File: config.mk
export PLATFORM = sky130hd
export DESIGN_NAME = multilevel_linked_run_queue_core
export DESIGN_NICKNAME = d
export VERILOG_FILES = /design/src/hdl/mlrq_pkg.sv /design/src/hdl/multilevel_linked_run_queue_core.sv /design/src/hdl/mlrq_ram.sv
export SDC_FILE = /design/constraint.sdc
export NUM_CORES = 1
export LEC_CHECK = 0
export ABC_AREA = 1
export BUFFER_PORTS_ARGS = -buffer_cell sky130_fd_sc_hd__buf_2
export CORE_MARGIN = 5
export CORE_UTILIZATION = 40
export DETAILED_ROUTE_END_ITERATION = 6
export PLACE_DENSITY = 0.61
export SYNTH_ARGS = -nofsm -noshare
export SYNTH_HDL_FRONTEND = slang
export SYNTH_SLANG_ARGS = --single-unit
File: constraint.sdc
create_clock -name clk -period 9.2 [get_ports clk]
set_clock_uncertainty 0.15 [all_clocks]
set_input_delay 1.38 -clock clk [delete_from_list [all_inputs] [get_ports clk]]
set_output_delay 1.38 -clock clk [all_outputs]
set_load 0.01 [all_outputs]
File: src/hdl/mlrq_pkg.sv
// shared constants and types for the multilevel linked run queue
// field widths, action and status codes, controller state type
// no dependencies
package mlrq_pkg;

  localparam int NUM_LEVELS_DEF = 8;
  localparam int NUM_TASKS_DEF  = 64;

  localparam int ACTION_W = 2;
  localparam int LEVEL_W  = 3;
  localparam int ID_W     = 6;
  localparam int STATUS_W = 2;

  localparam logic [ACTION_W-1:0] ACT_ENQUEUE = 2'd0;
  localparam logic [ACTION_W-1:0] ACT_DEQUEUE = 2'd1;
  localparam logic [ACTION_W-1:0] ACT_REMOVE  = 2'd2;

  localparam logic [STATUS_W-1:0] STAT_OK        = 2'd0;
  localparam logic [STATUS_W-1:0] STAT_EMPTY     = 2'd1;
  localparam logic [STATUS_W-1:0] STAT_NOT_FOUND = 2'd2;

  typedef enum logic [2:0] {
    ST_IDLE,
    ST_ENQ_NULL,
    ST_ENQ_LINK,
    ST_DEQ,
    ST_WALK,
    ST_REM_CLR,
    ST_FIN
  } state_t;

endpackage

File: src/hdl/multilevel_linked_run_queue_core.sv
// top level of the multilevel linked run queue
// uses mlrq_pkg and mlrq_ram (next-pointer store)

// One FIFO of task ids per priority level, kept as linked lists: head and tail
// pointers per level in flip-flops, one next pointer per task id in a ram with
// one write and one registered read port. A transaction is taken when start is
// high and busy low; the result appears on the out_ ports for exactly one cycle
// with out_valid high and must be taken then, as nothing can hold it off. Busy
// falls in the cycle the result is shown, so a new start can be taken then.
// An enqueue writes a null next pointer for the id and then, when the level's
// tail is not null, links the id behind that tail. A dequeue of an empty level
// goes straight to the result. A remove walks the level's list, visiting at most
// NUM_TASKS entries, and clears the found id's link. The walk is bound by the ram
// read port, one link per cycle. No clearing pass is needed after reset.
module multilevel_linked_run_queue_core
  import mlrq_pkg::*;
#(
  parameter int NUM_LEVELS = NUM_LEVELS_DEF,
  parameter int NUM_TASKS  = NUM_TASKS_DEF
) (
  input  logic                           clk,
  input  logic                           rst_n,
  input  logic                           start,
  output logic                           busy,
  input  logic [mlrq_pkg::ACTION_W-1:0]  in_action,
  input  logic [mlrq_pkg::LEVEL_W-1:0]   in_level,
  input  logic [mlrq_pkg::ID_W-1:0]      in_task_id,
  output logic                           out_valid,
  output logic [mlrq_pkg::STATUS_W-1:0]  out_status,
  output logic [mlrq_pkg::ID_W-1:0]      out_popped_id,
  output logic                           out_any_ready,
  output logic [mlrq_pkg::LEVEL_W-1:0]   out_first_level
);

  localparam int PTR_W = $clog2(NUM_TASKS + 1);
  localparam int AW    = (NUM_TASKS > 1) ? $clog2(NUM_TASKS) : 1;
  localparam int LW    = (NUM_LEVELS > 1) ? $clog2(NUM_LEVELS) : 1;
  localparam logic [PTR_W-1:0] NULL_PTR  = PTR_W'(NUM_TASKS);
  localparam logic [PTR_W-1:0] LAST_STEP = PTR_W'(NUM_TASKS - 1);

  function automatic logic ptr_ok(input logic [PTR_W-1:0] p);
    return p < NULL_PTR;
  endfunction

  state_t state_r, state_nxt;

  logic [PTR_W-1:0]    head_r [NUM_LEVELS];
  logic [PTR_W-1:0]    head_nxt [NUM_LEVELS];
  logic [PTR_W-1:0]    tail_r [NUM_LEVELS];
  logic [PTR_W-1:0]    tail_nxt [NUM_LEVELS];

  logic [LW-1:0]       lidx_r, lidx_nxt;
  logic [ID_W-1:0]     id_r, id_nxt;
  logic [PTR_W-1:0]    cur_r, cur_nxt;
  logic [PTR_W-1:0]    prev_r, prev_nxt;
  logic [PTR_W-1:0]    steps_r, steps_nxt;
  logic [STATUS_W-1:0] status_r, status_nxt;
  logic [ID_W-1:0]     popped_r, popped_nxt;

  logic                out_valid_r, out_valid_nxt;
  logic [STATUS_W-1:0] out_status_r, out_status_nxt;
  logic [ID_W-1:0]     out_popped_r, out_popped_nxt;
  logic                out_any_r, out_any_nxt;
  logic [LEVEL_W-1:0]  out_first_r, out_first_nxt;

  logic                ram_we;
  logic [AW-1:0]       ram_waddr;
  logic [PTR_W-1:0]    ram_wdata;
  logic [AW-1:0]       ram_raddr;
  logic [PTR_W-1:0]    ram_rdata;

  logic                accept;
  logic                in_lvl_ok;
  logic                in_id_ok;
  logic [LW-1:0]       in_lidx;
  logic [PTR_W-1:0]    in_head;
  logic                walk_hit;
  logic                walk_end;

  assign busy     = (state_r != ST_IDLE);
  assign accept   = start && !busy;
  assign in_lvl_ok = (32'(in_level) < NUM_LEVELS);
  assign in_id_ok  = (32'(in_task_id) < NUM_TASKS);
  assign in_lidx   = LW'(in_level);
  assign in_head   = in_lvl_ok ? head_r[in_lidx] : NULL_PTR;
  // ids reaching the walk are below NUM_TASKS, so the cast keeps them intact
  assign walk_hit  = (cur_r == PTR_W'(id_r));
  assign walk_end  = !ptr_ok(ram_rdata) || (steps_r == LAST_STEP);

  mlrq_ram #(
    .WIDTH (PTR_W),
    .DEPTH (NUM_TASKS),
    .AW    (AW)
  ) u_next_ram (
    .clk   (clk),
    .we    (ram_we),
    .waddr (ram_waddr),
    .wdata (ram_wdata),
    .raddr (ram_raddr),
    .rdata (ram_rdata)
  );

  // next state
  always_comb begin
    state_nxt = state_r;
    case (state_r)
      ST_IDLE: begin
        if (accept) begin
          case (in_action)
            ACT_ENQUEUE: state_nxt = (in_lvl_ok && in_id_ok) ? ST_ENQ_NULL : ST_FIN;
            ACT_DEQUEUE: state_nxt = ptr_ok(in_head) ? ST_DEQ : ST_FIN;
            ACT_REMOVE:  state_nxt = (in_id_ok && ptr_ok(in_head)) ? ST_WALK : ST_FIN;
            default:     state_nxt = ST_FIN;
          endcase
        end
      end
      ST_ENQ_NULL: state_nxt = ptr_ok(tail_r[lidx_r]) ? ST_ENQ_LINK : ST_FIN;
      ST_ENQ_LINK: state_nxt = ST_FIN;
      ST_DEQ:      state_nxt = ST_FIN;
      ST_WALK: begin
        if (walk_hit) begin
          state_nxt = ST_REM_CLR;
        end else if (walk_end) begin
          state_nxt = ST_FIN;
        end
      end
      ST_REM_CLR:  state_nxt = ST_FIN;
      ST_FIN:      state_nxt = ST_IDLE;
      default:     state_nxt = ST_IDLE;
    endcase
  end

  // datapath, memory controls and result
  always_comb begin
    head_nxt       = head_r;
    tail_nxt       = tail_r;
    lidx_nxt       = lidx_r;
    id_nxt         = id_r;
    cur_nxt        = cur_r;
    prev_nxt       = prev_r;
    steps_nxt      = steps_r;
    status_nxt     = status_r;
    popped_nxt     = popped_r;
    out_valid_nxt  = 1'b0;
    out_status_nxt = out_status_r;
    out_popped_nxt = out_popped_r;
    out_any_nxt    = out_any_r;
    out_first_nxt  = out_first_r;
    ram_we         = 1'b0;
    ram_waddr      = AW'(id_r);
    ram_wdata      = NULL_PTR;
    ram_raddr      = AW'(cur_r);

    case (state_r)
      ST_IDLE: begin
        ram_raddr = AW'(in_head);
        if (accept) begin
          lidx_nxt   = in_lidx;
          id_nxt     = in_task_id;
          cur_nxt    = in_head;
          prev_nxt   = NULL_PTR;
          steps_nxt  = '0;
          popped_nxt = '0;
          status_nxt = STAT_OK;
          case (in_action)
            ACT_DEQUEUE: begin
              if (!ptr_ok(in_head)) status_nxt = STAT_EMPTY;
            end
            ACT_REMOVE: begin
              if (!(in_id_ok && ptr_ok(in_head))) status_nxt = STAT_NOT_FOUND;
            end
            default: ;
          endcase
        end
      end
      ST_ENQ_NULL: begin
        ram_we    = 1'b1;
        ram_waddr = AW'(id_r);
        ram_wdata = NULL_PTR;
        if (!ptr_ok(tail_r[lidx_r])) begin
          head_nxt[lidx_r] = PTR_W'(id_r);
          tail_nxt[lidx_r] = PTR_W'(id_r);
        end
      end
      ST_ENQ_LINK: begin
        ram_we           = 1'b1;
        ram_waddr        = AW'(tail_r[lidx_r]);
        ram_wdata        = PTR_W'(id_r);
        tail_nxt[lidx_r] = PTR_W'(id_r);
      end
      ST_DEQ: begin
        ram_we     = 1'b1;
        ram_waddr  = AW'(cur_r);
        ram_wdata  = NULL_PTR;
        popped_nxt = ID_W'(cur_r);
        if (ptr_ok(ram_rdata)) begin
          head_nxt[lidx_r] = ram_rdata;
        end else begin
          head_nxt[lidx_r] = NULL_PTR;
          tail_nxt[lidx_r] = NULL_PTR;
        end
      end
      ST_WALK: begin
        if (walk_hit) begin
          // unlink: predecessor or head takes the successor
          if (ptr_ok(prev_r)) begin
            ram_we    = 1'b1;
            ram_waddr = AW'(prev_r);
            ram_wdata = ram_rdata;
          end else begin
            head_nxt[lidx_r] = ram_rdata;
          end
          if (tail_r[lidx_r] == cur_r) tail_nxt[lidx_r] = prev_r;
        end else begin
          // follow the link just read and fetch the one after it
          prev_nxt  = cur_r;
          cur_nxt   = ram_rdata;
          steps_nxt = steps_r + PTR_W'(1);
          ram_raddr = AW'(ram_rdata);
          if (walk_end) status_nxt = STAT_NOT_FOUND;
        end
      end
      ST_REM_CLR: begin
        ram_we    = 1'b1;
        ram_waddr = AW'(cur_r);
        ram_wdata = NULL_PTR;
        if (!ptr_ok(head_r[lidx_r])) begin
          head_nxt[lidx_r] = NULL_PTR;
          tail_nxt[lidx_r] = NULL_PTR;
        end
      end
      ST_FIN: begin
        out_valid_nxt  = 1'b1;
        out_status_nxt = status_r;
        out_popped_nxt = popped_r;
        out_any_nxt    = 1'b0;
        out_first_nxt  = '0;
        // priority pick of the lowest non-empty level
        for (int i = NUM_LEVELS - 1; i >= 0; i--) begin
          if (ptr_ok(head_r[i]) && ptr_ok(tail_r[i])) begin
            out_any_nxt   = 1'b1;
            out_first_nxt = LEVEL_W'(i);
          end
        end
      end
      default: ;
    endcase
  end

  always_ff @(posedge clk) begin
    if (!rst_n) begin
      state_r     <= ST_IDLE;
      out_valid_r <= 1'b0;
      for (int i = 0; i < NUM_LEVELS; i++) begin
        head_r[i] <= NULL_PTR;
        tail_r[i] <= NULL_PTR;
      end
    end else begin
      state_r     <= state_nxt;
      out_valid_r <= out_valid_nxt;
      head_r      <= head_nxt;
      tail_r      <= tail_nxt;
    end
  end

  always_ff @(posedge clk) begin
    lidx_r       <= lidx_nxt;
    id_r         <= id_nxt;
    cur_r        <= cur_nxt;
    prev_r       <= prev_nxt;
    steps_r      <= steps_nxt;
    status_r     <= status_nxt;
    popped_r     <= popped_nxt;
    out_status_r <= out_status_nxt;
    out_popped_r <= out_popped_nxt;
    out_any_r    <= out_any_nxt;
    out_first_r  <= out_first_nxt;
  end

  assign out_valid       = out_valid_r;
  assign out_status      = out_status_r;
  assign out_popped_id   = out_popped_r;
  assign out_any_ready   = out_any_r;
  assign out_first_level = out_first_r;

endmodule

File: src/hdl/mlrq_ram.sv
// generic single write port, single read port ram with registered read
// no dependencies
module mlrq_ram #(
  parameter int WIDTH = 8,
  parameter int DEPTH = 64,
  parameter int AW    = (DEPTH > 1) ? $clog2(DEPTH) : 1
) (
  input  logic             clk,
  input  logic             we,
  input  logic [AW-1:0]    waddr,
  input  logic [WIDTH-1:0] wdata,
  input  logic [AW-1:0]    raddr,
  output logic [WIDTH-1:0] rdata
);

  logic [WIDTH-1:0] mem [DEPTH];

  always_ff @(posedge clk) begin
    if (we) begin
      mem[waddr] <= wdata;
    end
    rdata <= mem[raddr];
  end

endmodule

Word-level counts from Yosys, hierarchy flattened
Memory sizes are Yosys's and may differ from the RTL's. A register that Yosys moved wholly into a read port is not among the register bits.
Index checks and enable logic that the tools add are counted.
Cells by class
  $add $sub $neg: 1
  magnitude comparators: 24
  eq/ne operators: 21
  mux-type cells: 75
  bitwise logic cells: 7
  reduce and logical (&&, ||, !) cells: 33
Operator list (count)
  2-to-1 mux 56 bit: 10
  one-hot mux 56 bit (5 select lines): 1
  bitwise mux 56 bit: 4
  one-hot mux 56 bit (4 select lines): 1
  less-than comparator 7 bit (second input constant): 21
  2-to-1 mux 7 bit: 15
  AND 48 bit: 2
  binary-select mux 7 bit (select 3 bit): 3
  one-hot mux 7 bit (2 select lines): 4
  NOT 48 bit: 1
  2-to-1 mux 3 bit: 9
  2-to-1 mux 6 bit: 4
  one-hot mux 6 bit (2 select lines): 2
  demux 7 bit (select 3 bit): 1
  != test 2 bit (second input constant): 9
  one-hot mux 6 bit (3 select lines): 1
  bitwise OR 8 bit: 2
  2-to-1 mux 2 bit: 7
  one-hot mux 3 bit (4 select lines): 1
  logical AND 1 bit: 10
  equality test 3 bit (second input constant): 3
  one-hot mux 3 bit (3 select lines): 1
  >= comparator 4 bit (second input constant): 2
  2-to-1 mux 1 bit: 8
  30 further kinds: 39
Storage, ports and cells
  register bits after elaboration: 166
  memory bits (writable): 448
  bits of input ports: 14
  output and inout port bits: 14
  memories: 1
Memory list
  u_next_ram.mem: words 64, width 7, rd ports 1, clocked after Yosys merged registers in 1, write ports 1, RTL line mlrq_ram.sv:16  | logic [WIDTH-1:0] mem [DEPTH];

Depth between registers and ports, before layout
  depth in word-level cells: 9
  mapped depth: 20
  mapped depth without buffers: 18

Cells and area by module
Synthesis repeated with hierarchy kept, for this count alone.
Second synthesis, totals
  cell total of the unflattened synthesis: 3523
  area, all modules: 30550.6 µm²
Modules (own cells, without submodules)
  mlrq_ram: times used 1, cells each 1607, area an instance 18591.6 µm², sequential area each 13593.0 µm²
  multilevel_linked_run_queue_core: times used 1, cells each 1916, area an instance 11959.0 µm², sequential area each 3823.7 µm²

Least setup slack after synthesis
No wires, ideal clock.
  path kind: reg-to-reg
  from: reg state_r[2]
  to: mem u_next_ram.mem[0][1] (netlist name) (data pin)
  setup time: 702 ps
  data arrival time: 3553 ps
  required time: 8348 ps
  path slack: 4795 ps
  stages on the path, launching flop included: 7
  path buffers: 1
  clock period less this slack: 4405 ps
  cells stage by stage: dfxtp_1 > buf_2 > inv_2 > nand2_1 > nor2_1 > inv_1 > o21ai_0
Between the ends
  word-level cells in the longest chain between the ends: 2
  elaborated cells between the ends (all ways): 3
RTL lines
  start: declaration: RTL line multilevel_linked_run_queue_core.sv:45  | state_t state_r, state_nxt;
  start signal: assignment: RTL line multilevel_linked_run_queue_core.sv:259  | state_r <= state_nxt;
  equality test 3 bit or equality test 3 x 2 -> 1 bit (tied branches): RTL line multilevel_linked_run_queue_core.sv:154  | case (state_r)
  one-hot mux 7 bit (2 select lines) *: RTL line multilevel_linked_run_queue_core.sv:154
  net ram_wdata[1]: RTL line multilevel_linked_run_queue_core.sv:68  | logic [PTR_W-1:0] ram_wdata;
  end: declaration: RTL line mlrq_ram.sv:16
The timed path passes the listed nets; every way through them passes the cells marked *.

Worst setup path after layout
  from: reg state_r[0]
  to: mem u_next_ram.mem[59][5] (netlist name), enable pin
Between the ends
  word-level cells in the longest chain between the ends: 5
  elaborated cells between the ends (all ways): 11
RTL lines
  equality test 3 bit, or another cell as far along: RTL line multilevel_linked_run_queue_core.sv:154
  OR reduction 4 bit (no source line)
  one-hot mux 1 bit (2 select lines): RTL line multilevel_linked_run_queue_core.sv:154
  2-to-1 mux 1 bit: RTL line mlrq_ram.sv:19  | if (we) begin
  2-to-1 mux 1 bit (not written as such): RTL line mlrq_ram.sv:20  | mem[waddr] <= wdata;
Several ways; a longest one is shown, not always the timed one.

==> impl_metrics.csv <==
group,metric,value,unit
worst_setup_path,critical_path.slowest_cell,"nor2_1",
outcome,outcome,"complete, but fails checks",
synthesis,synth-async-reset-ratio,0,%
synthesis,synth_fp_nets,3691,
synthesis,ys_seq_elements,621,
worst_setup_path,crit_path_end_kind,"flip-flop",
worst_setup_path,critical_path_buf_inv_count,3,
clock_tree,clkSinkCount,621,
floorplanning,chipHeight,290.8,microns
synthesis,synth-main-ff-cell,"edfxtp_1",
worst_setup_path,cp_data_required_time,9.30,ns
global_routing,grt.overflow.total,0,
synthesis,synth_area_leaders,"edfxtp_1 47%, nand2_1 11%, nand3_1 9.9%, dfxtp_1 7.8%, inv_1 4.3%",
global_routing,overall_track_demand_over_capacity_in_global_routing,22.11,%
sta,rsz0062_at_grt,"no",
worst_setup_path,crit_path_max_fanout,48,
clock_tree,ctsLongestPathBuffers,3,
layout,stdcell_area,0.03475,sq mm
floorplanning,rows,103,
synthesis,syn-instance-count,3672,
worst_setup_path,worst-endpoint-arrival,5.25,ns
clock_tree,insertion_delay,0.63,ns
worst_setup_path,criticalPathCategory,"flip-flop to flip-flop",
synthesis,yosysSeqAreaShare,55.24,%
route,viasPerCell,5.600,
route,detail_route.iter0.violations,3158,
route,antenna_violating_nets_post_route,0,
worst_setup_path,cp_top_family,"simple AND/OR/NAND/NOR gates",
synthesis,syn_area_per_cell,8.587,sq um
sta,worst_slack,4.054,ns
worst_setup_path,cp_cell_sequence,"inv_2 -> or2_1 -> nor2_4 -> buf_4 -> inv_2 -> nand2_2 -> nor2_2 -> nand2_1 -> o21ai_1 -> nor2_4 -> o211ai_2 -> nor2_1 -> nand3_1 -> nor2_1",
sta,timing.fmax,0.1943,GHz
layout,syn2layout_area_growth,10.21,%
sta,totalNegativeSetupSlack,0,ns
place,dpl-instance-area,0.03243,sq mm
hold_path,hold_path_class,"flip-flop to flip-flop",
hold_path,hold_start,"popped_r[1]",
clock_tree,holdBufCountCts,0,
global_routing,grt_antenna_before_repair,0,
worst_setup_path,setup.worst_path.start_class,"flip-flop",
route,via_count,26190,
synthesis,synth_edf_count,498,
route,wl,97740,microns
clock_tree,cts_buffers,72,
worst_setup_path,setup.reg_to_reg.worst_slack,4.05,ns
synthesis,synth.lib_cells_used.distinct,50,
floorplanning,core_region_area,0.07861,sq mm
hold_path,hold_path_depth,0,
floorplanning,io_pins,28,
global_routing,grt_pass1_vias,23710,
place,dp.final_hpwl,57960,microns
pwr,p_leak,0.01369,uW
floorplanning,design.die.area,0.08454,sq mm
floorplanning,die_x,290.8,microns
worst_setup_path,rr_worst_depth,14,
synthesis,yosys.cell_count.top_type,"nand2_1",
sta,max_slew.worst_pin.slew,1.511,ns
hold_path,min_delay_worst_endpoint,"out_popped_id[1]",
worst_setup_path,critical_path.reg2reg.endpoint,"u_next_ram.mem[59][5]",
clock_tree,cts_resized,0,
layout,final_layout_size_suffix_gt1_share,6.369,%
synthesis,synth_largest_area_cell,"edfxtp_1",
run,max_cap_viol_count,0,
global_routing,wire_length_of_the_first_global_routing_pass,147900,microns
route,drtPass1Iterations,7,
pwr,power.density,345.9,mW/mm^2
floorplanning,initial_utilization,40.11,%
route,post_route_drc_violation_count,1,
synthesis,synth.top_cell.area_share,47.43,%
clock_tree,cts.root.buffer_cell,"clkbuf_16",
route,detail_route.wl_per_cell,20.90,microns
sta,finalHoldViolCount,0,
sta,finalCritPeriodShare,55.94,%
clock_tree,clkSlewWorstSetupHoldPaths,0.07,ns
sta,post-route-min-period,5.146,ns
clock_tree,htree_levels,3,
synthesis,netlist_area,0.03153,sq mm
place,place_ws,3.612,ns
sta,relSlewSlack,-0.7318,%
layout,fin_nets,3588,
worst_setup_path,timing.critical_path.slowest_cell_delay,0.88,ns
place,routability_cong,0.9322,
clock_tree,tritoncts_clock_tree,"done",
synthesis,synth.top_cells.by_count,"930 x nand2_1, 621 x nand3_1, 498 x edfxtp_1",
layout,antenna-diode-count,0,
global_routing,pin_count_of_the_biggest_net_entering_global_routing,225,
pwr,ir_worst_vdd,0.6247,mV
worst_setup_path,r2r_start,"state_r[0]",
synthesis,yosys_warnings,0,
place,placement.io_buffers,27,
sta,setup-violations-final,0,
clock_tree,postCtsSetupBuffers,0,
sta,finalMaxSlewViolations,23,
outcome,violations,"design-rule violations, max-slew violations",
## how the worst max path moves through the flow
stage | from | endpoint | slack [ns] | cells after the start
2_1_floorplan | state_r[2] | u_next_ram.mem[0][1] | 4.80 | 6
3_3_place_gp | in_level[0] | u_next_ram.rdata[1] | 3.69 | 17
3_5_place_dp | in_level[0] | u_next_ram.rdata[6] | 3.61 | 17
4_1_cts | lidx_r[0] | u_next_ram.mem[5][5] | 4.16 | 10
5_1_grt | lidx_r[0] | u_next_ram.mem[19][3] | 3.92 | 10
6_report | state_r[0] | u_next_ram.mem[59][5] | 4.05 | 14
## layout by cell type (no fill, tap or decap), types with 73 or more instances in the layout
master     instances
a21oi_1          210
clkbuf_16         73
dfxtp_1          123
edfxtp_1         498
inv_1            357
nand2_1          930
nand3_1          620
nand3b_1          84
nor2_1           221
o21ai_0           80
## metrics by stage
step / instances / util, % / hold slack (ns) / total power, uW
3_3_place_gp: 4545 / 41.25 / 0.2517 / 9110
4_1_cts: 4677 / 44.21 / 0.2688 / 11960
3_5_place_dp: 4545 / 41.25 / 0.2545 / 9137
6_report: 4677 / 44.21 / 0.2668 / 12020
5_1_grt: 4677 / 44.21 / 0.2736 / 12680
2_1_floorplan: 3672 / - / 0.2503 / 7339
## worst register-to-register path, stage by stage (launching register included)
cell and delay (ns):
dfxtp_1 0.50, inv_2 0.10, or2_1 0.28, nor2_4 0.09
buf_4 0.50, inv_2 0.32, nand2_2 0.20, nor2_2 0.06
nand2_1 0.11, o21ai_1 0.12, nor2_4 0.22, o211ai_2 0.21
nor2_1 0.32, nand3_1 0.69, nor2_1 0.88
## cells by family (layout without fill, tap and decap cells)
| logic type | after synthesis | count (layout) | synth area share [%] |
|---|---|---|---|
| simple gates | 1943 | 1943 | 27.36 |
| buf+inv | 624 | 579 | 7.817 |
| flops | 621 | 621 | 55.24 |
| compound gates | 458 | 458 | 8.722 |
| mux | 20 | 20 | 0.6349 |
| fa+ha+maj | 5 | 5 | 0.1984 |
| xor+xnor | 1 | 1 | 0.02778 |
## per-layer routing
layer / GRT usage [%] / vias up / part of all wire, %
met1: 33.13 / 12420 / 44
met2: 32.92 / 1280 / 44
met5: 0 / - / 0
li1: - / 12310 / -
met3: 3.469 / 180 / 8.8
met4: 7.169 / 0 / 3.0
## area by class of cell
class	count	area [sq um]
Clock buffer	93	1942
Inverter	375	1414
Fill cell	7657	43860
Clock inverter	39	380.4
Multi-Input combinational cell	2427	11790
Sequential cell	621	17420
Tap cell	1050	1314
Timing Repair Buffer	72	498.0
## power by group
part / leakage [uW] / internal (uW) / switching [uW]
logic: 0.00697 / 1380 / 4150
registers: 0.00559 / 3440 / 232
clock network: 0.00113 / 1620 / 1190
Power figures use the tool's default switching activity.
